`config.mk`:
```
export PLATFORM = sky130hd
export DESIGN_NAME = sfu_mulq
export DESIGN_NICKNAME = d
export VERILOG_FILES = /design/src/rtl/sfu_pkg.sv /design/src/rtl/sfu_mulq.sv
export SDC_FILE = /design/constraint.sdc
export NUM_CORES = 2
export LEC_CHECK = 0
export ABC_AREA = 0
export BUFFER_PORTS_ARGS = -buffer_cell sky130_fd_sc_hd__buf_2
export CORE_MARGIN = 2
export CORE_UTILIZATION = 50
export DETAILED_ROUTE_END_ITERATION = 10
export PLACE_DENSITY = 0.66
export SYNTH_ARGS = -nofsm -noshare
export SYNTH_HDL_FRONTEND = slang
export SYNTH_SLANG_ARGS = --single-unit
```
`constraint.sdc`:
```
create_clock -name i_clk -period 19 [get_ports i_clk]
set_input_delay 1.9 -clock i_clk [delete_from_list [all_inputs] [get_ports i_clk]]
set_output_delay 1.9 -clock i_clk [all_outputs]
set_load 0.01 [all_outputs]
```
`src/rtl/sfu_pkg.sv`:
```
`timescale 1ns / 1ps

package sfu_pkg;

    // Number format and field widths
    localparam int FRAC_BITS  = 16;
    localparam int DATA_WIDTH = 32;
    localparam int CFG_W      = 31;
    localparam int CMD_W      = 3;
    localparam int IDX_W      = 3;
    localparam int DIFF_W     = DATA_WIDTH + 1;

    // Normaliser sizing: magnitudes are brought below 2^NB before squaring
    localparam int NB       = 30;
    localparam int SUM_W    = 2 * NB + 1;
    localparam int ROOT_W   = NB + 1;
    localparam int SQ_STEPS = NB + 1;
    localparam int QW       = FRAC_BITS + 1;
    localparam int UW       = FRAC_BITS + 2;
    localparam int REM_W    = ROOT_W + 1;

    // Pipeline depths
    localparam int NORM_LAT = 4 + SQ_STEPS + QW;
    localparam int SFU_LAT  = 2 * NORM_LAT + 10;

    // Modes
    localparam logic [CMD_W-1:0] CMD_SEEK      = 3'd0;
    localparam logic [CMD_W-1:0] CMD_FLEE      = 3'd1;
    localparam logic [CMD_W-1:0] CMD_INTERCEPT = 3'd2;
    localparam logic [CMD_W-1:0] CMD_PURSUIT   = 3'd3;
    localparam logic [CMD_W-1:0] CMD_EVADE     = 3'd4;

    // Register map
    localparam logic [IDX_W-1:0] CFG_MAX_SPEED     = 3'd0;
    localparam logic [IDX_W-1:0] CFG_SEEK_GAIN     = 3'd1;
    localparam logic [IDX_W-1:0] CFG_FLEE_GAIN     = 3'd2;
    localparam logic [IDX_W-1:0] CFG_FLEE_RADIUS   = 3'd3;
    localparam logic [IDX_W-1:0] CFG_LOOKAHEAD     = 3'd4;
    localparam logic [IDX_W-1:0] CFG_PURSUE_RADIUS = 3'd5;

    localparam logic [CFG_W-1:0] RST_MAX_SPEED     = 31'd6553600;
    localparam logic [CFG_W-1:0] RST_SEEK_GAIN     = 31'd65536;
    localparam logic [CFG_W-1:0] RST_FLEE_GAIN     = 31'd65536;
    localparam logic [CFG_W-1:0] RST_FLEE_RADIUS   = 31'd6553600;
    localparam logic [CFG_W-1:0] RST_LOOKAHEAD     = 31'd65536;
    localparam logic [CFG_W-1:0] RST_PURSUE_RADIUS = 31'd3276800;

    typedef logic signed [DATA_WIDTH-1:0] t_word;

    // Per-item context carried alongside the arithmetic
    typedef struct packed {
        logic [CMD_W-1:0] cmd;
        t_word            ax;
        t_word            ay;
        t_word            vx;
        t_word            vy;
        t_word            tx;
        t_word            ty;
        t_word            px;
        t_word            py;
        logic             eng;
    } t_ctx;

    // Sign-extend by one bit for exact differences
    function automatic logic signed [DIFF_W-1:0] sx1(input t_word v);
        return $signed({v[DATA_WIDTH-1], v});
    endfunction

    // Sign-extend by two bits for sums that are saturated afterwards
    function automatic logic signed [DATA_WIDTH+1:0] sx2(input t_word v);
        return $signed({{2{v[DATA_WIDTH-1]}}, v});
    endfunction

    // Saturate a widened value to the word range
    function automatic t_word sat_word(input logic signed [DATA_WIDTH+1:0] v);
        logic signed [DATA_WIDTH+1:0] hi;
        logic signed [DATA_WIDTH+1:0] lo;
        hi = $signed({3'b000, {(DATA_WIDTH-1){1'b1}}});
        lo = $signed({3'b111, {(DATA_WIDTH-1){1'b0}}});
        if (v > hi) begin
            return hi[DATA_WIDTH-1:0];
        end else if (v < lo) begin
            return lo[DATA_WIDTH-1:0];
        end
        return v[DATA_WIDTH-1:0];
    endfunction

endpackage

```
`src/rtl/sfu_mulq.sv`:
```
`timescale 1ns / 1ps

module sfu_mulq (
    input  logic                       i_clk,
    input  sfu_pkg::t_word             i_a,
    input  logic [sfu_pkg::CFG_W-1:0]  i_b,
    output sfu_pkg::t_word             o_p
);
    import sfu_pkg::*;

    localparam int PROD_W = DATA_WIDTH + CFG_W;
    localparam int SHR_W  = PROD_W - FRAC_BITS;

    logic [DATA_WIDTH-1:0] neg_a;
    logic [DATA_WIDTH-1:0] mag_a;
    logic [PROD_W-1:0]     n_prod;
    logic [PROD_W-1:0]     r_prod;
    logic                  n_neg;
    logic                  r_neg;
    logic [SHR_W-1:0]      shr;
    logic [SHR_W-1:0]      lim;
    logic [DATA_WIDTH-1:0] low;

    // Multiply magnitudes, keep the sign aside
    always_comb begin
        neg_a  = -i_a;
        n_neg  = i_a[DATA_WIDTH-1];
        mag_a  = n_neg ? neg_a : i_a;
        n_prod = {{CFG_W{1'b0}}, mag_a} * {{DATA_WIDTH{1'b0}}, i_b};
    end

    always_ff @(posedge i_clk) begin
        r_prod <= n_prod;
        r_neg  <= n_neg;
    end

    // Drop the fraction, then reapply the sign with saturation
    always_comb begin
        shr = r_prod[PROD_W-1:FRAC_BITS];
        lim = SHR_W'(1) << (DATA_WIDTH - 1);
        low = shr[DATA_WIDTH-1:0];
        if (!r_neg) begin
            o_p = (shr >= lim) ? $signed({1'b0, {(DATA_WIDTH-1){1'b1}}}) : $signed(low);
        end else begin
            o_p = (shr > lim) ? $signed({1'b1, {(DATA_WIDTH-1){1'b0}}}) : $signed(-low);
        end
    end

endmodule

```
==> results.sh <==
export IMPL_worst_ep_required_time_ps=19170
export IMPL_cp_start_kind="input port"
export IMPL_wire_length_of_the_first_global_routing_pass_mm=149
export IMPL_synthesis_area_um2=34300
export IMPL_postCtsHoldBufs=0
export IMPL_worstPathBufferInverterCount=7
export IMPL_cts_buffer_depth=2
export IMPL_synth_top_cell_area_share=0.504
export IMPL_synth_yosys_seq_area_share=0.0280
export IMPL_die_y_um=266
export IMPL_flow_area_growth_from_synthesis_pct=4.12
export IMPL_dp_hpwl_mm=73.3
export IMPL_drt_first_iter_violations=1257
export IMPL_post_synth_main_area_contributors="sky130_fd_sc_hd__fa_1 (50%), sky130_fd_sc_hd__and2_1 (9.5%), sky130_fd_sc_hd__ha_1 (9.3%)"
export IMPL_post_route_cells_drive_above_1_share=0.0501
export IMPL_critical_path_slowest_cell="sky130_fd_sc_hd__or4_1"
export IMPL_post_synth_inst_count=3836
export IMPL_cts_setup_buffers=0
export IMPL_antenna_violating_nets_post_route=0
export IMPL_crit_type="input port to register"
export IMPL_area_occupied_by_multi_input_gates_um2=29600
export IMPL_maxCapViolCount=0
export IMPL_worst_pin_slew_ps=854
export IMPL_fmax_mhz=82.2
export IMPL_grt_util_met2=0.477
export IMPL_nFillCells=6425
export IMPL_synth_compound_area_share=0.0527
export IMPL_final_setup_viol_count=0
export IMPL_dr_total_vias=25400
export IMPL_timing_critical_path_to_type="register"
export IMPL_holdWs_ps=2140
export IMPL_report_final_hold_viol_count=0
export IMPL_core_area_um2=68300
export IMPL_ff_latch_area_um2=961
export IMPL_most_common_cell_after_layout_fill_and_taps_aside="sky130_fd_sc_hd__fa_1"
export IMPL_fin_setup_tns_ps=0
export IMPL_initial_core_util=0.502
export IMPL_worstHoldPathType="input port to register"
export IMPL_cts_resizes=0
export IMPL_via_per_inst=5.48
export IMPL_finalCriticalPeriod_ps=12170
export IMPL_placement_io_buffers=95
export IMPL_synthMuxAreaShare=0.000328
export IMPL_clk_root_buffer_cell="sky130_fd_sc_hd__clkbuf_16"
export IMPL_drt_wl_total_mm=91.3
export IMPL_gr_total_overflow=0
export IMPL_timing_hold_worst_start="i_a[31]"
export IMPL_async_reset_ff_frac=0
export IMPL_synth_simple_gate_area_frac=0.186
export IMPL_arrival_ps=12340
export IMPL_layout_common_cells="sky130_fd_sc_hd__fa_1 (865), sky130_fd_sc_hd__inv_1 (823), sky130_fd_sc_hd__nand2_1 (555)"
export IMPL_die_width_um=266
export IMPL_final_min_period_over_clock_period=0.640
export IMPL_grt_setup_unrepaired="false"
export IMPL_syn_avg_cell_area_um2=8.95
export IMPL_routed_length_per_placed_instance_um=19.7
export IMPL_final_cell_area_um2=35800
export IMPL_relSlewSlack=0.428
export IMPL_first_pass_iters=5
export IMPL_vias_in_the_first_global_route=27500
export IMPL_dpl_cell_area_um2=35600
export IMPL_grt_most_used_layer="met2"
export IMPL_synthFlopType="sky130_fd_sc_hd__dfxtp_1"
export IMPL_synth_edf_count=0
export IMPL_cts_made_buffers=5
export IMPL_syn_num_nets=5020
export IMPL_yosys_area_share_xor_xnor=0.0207
export IMPL_core_rowCount=96
export IMPL_grt_max_degree=43
export IMPL_synth_top_family_by_area="adder cells"
export IMPL_drt_drc_violations_left=0
export IMPL_run_status="completed"
export IMPL_tritoncts="built"
export IMPL_slew_viol_final=0
export IMPL_critPathLaunch="i_a[0]"
export IMPL_yosysWarningCount=0
export IMPL_cts_htree_levels=2
export IMPL_netlist_top_cell_by_area="sky130_fd_sc_hd__fa_1"
export IMPL_cpPeakStageDelay_ps=710
export IMPL_clk_transition_reported_paths_ps=60
export IMPL_synth_cell_type_count=58
export IMPL_grt_util_met1=0.340
export IMPL_fp_dieArea_um2=70800
export IMPL_ys_seq_elements=48
export IMPL_antenna_found_initial=7
export IMPL_grtUsageMet3=0.0257
export IMPL_design_final_nets=4933
export IMPL_final_util=0.523
export IMPL_worst_path_most_repeated_cell="sky130_fd_sc_hd__fa_1"
export IMPL_cts_num_sinks=48
export IMPL_crit_fanout=33
export IMPL_synthAdderAreaFrac=0.597
export IMPL_grt_usage=0.270
export IMPL_routabilityCongestion=0.916
export IMPL_worst_path_dominant_cell_family="adder cells"
export IMPL_io_pins=96
-- stage by stage --
stage,setup slack (ps),instances
finish,6830,4633
global route,6270,4633
CTS,6860,4632
detailed placement,6570,4624
global placement,6670,4624
floorplan,7940,3836
-- sequential cells by signal (all words and copies together), names as in the netlist --
register  flops
r_neg         1
r_prod       47
-- routing by layer --
| metal | wire length, um | vias up |
|---|---|---|
| met5 | 32 | - |
| met4 | 4450 | 6 |
| met3 | 4200 | 209 |
| met2 | 46900 | 769 |
| met1 | 35700 | 13300 |
| li1 | - | 11200 |
-- cells in the mapped netlist, types with 3 or more instances --
| master | number |
|---|---|
| sky130_fd_sc_hd__a211oi_1 | 8 |
| sky130_fd_sc_hd__a21o_1 | 36 |
| sky130_fd_sc_hd__a21oi_1 | 73 |
| sky130_fd_sc_hd__a31oi_1 | 6 |
| sky130_fd_sc_hd__a41oi_1 | 3 |
| sky130_fd_sc_hd__and2_1 | 520 |
| sky130_fd_sc_hd__and3_1 | 4 |
| sky130_fd_sc_hd__buf_2 | 6 |
| sky130_fd_sc_hd__clkbuf_1 | 221 |
| sky130_fd_sc_hd__dfxtp_1 | 48 |
| sky130_fd_sc_hd__fa_1 | 865 |
| sky130_fd_sc_hd__ha_1 | 255 |
| sky130_fd_sc_hd__inv_1 | 823 |
| sky130_fd_sc_hd__nand2_1 | 555 |
| sky130_fd_sc_hd__nand2b_1 | 7 |
| sky130_fd_sc_hd__nand3_1 | 21 |
| sky130_fd_sc_hd__nand4_1 | 24 |
| sky130_fd_sc_hd__nor2_1 | 46 |
| sky130_fd_sc_hd__nor2b_1 | 4 |
| sky130_fd_sc_hd__nor3_1 | 24 |
| sky130_fd_sc_hd__nor3b_1 | 4 |
| sky130_fd_sc_hd__nor4_1 | 10 |
| sky130_fd_sc_hd__nor4_2 | 3 |
| sky130_fd_sc_hd__o211a_1 | 3 |
| sky130_fd_sc_hd__o21a_1 | 5 |
| sky130_fd_sc_hd__o21ai_0 | 63 |
| sky130_fd_sc_hd__o21bai_1 | 11 |
| sky130_fd_sc_hd__o311ai_0 | 21 |
| sky130_fd_sc_hd__o31ai_1 | 11 |
| sky130_fd_sc_hd__o41ai_1 | 11 |
| sky130_fd_sc_hd__or2_2 | 5 |
| sky130_fd_sc_hd__or3_1 | 9 |
| sky130_fd_sc_hd__or4_1 | 13 |
| sky130_fd_sc_hd__or4_4 | 3 |
| sky130_fd_sc_hd__xnor2_1 | 59 |
| sky130_fd_sc_hd__xor2_1 | 22 |
-- path summary, 6_finish.rpt --
check,end,slack (ps),cells past startpoint
hold / removal,r_neg,2140,1
setup / recovery,r_prod[59],6830,34
-- area by class of cell --
| cell class | instances | area share |
|---|---|---|
| multi-input cells | 2736 | 0.829 |
| inverters | 823 | 0.0864 |
| well taps | 882 | 0.0309 |
| flip-flops and latches | 48 | 0.0269 |
| repair buffers | 135 | 0.0217 |
| clock buffers | 5 | 0.00350 |
| clock inverters | 3 | 0.00133 |
| diodes | 1 | 0.0000700 |
-- kinds of logic after synthesis --
| logic type | after synthesis |
|---|---|
| buf+inv | 1052 |
| flops | 48 |
| compound gates | 276 |
| fa+ha+maj | 1120 |
| xor+xnor | 81 |
| simple gates | 1258 |
| mux | 1 |
Power is not shown: default switching activity piles up to over one toggle a cycle in this logic, so the estimate is an artifact.
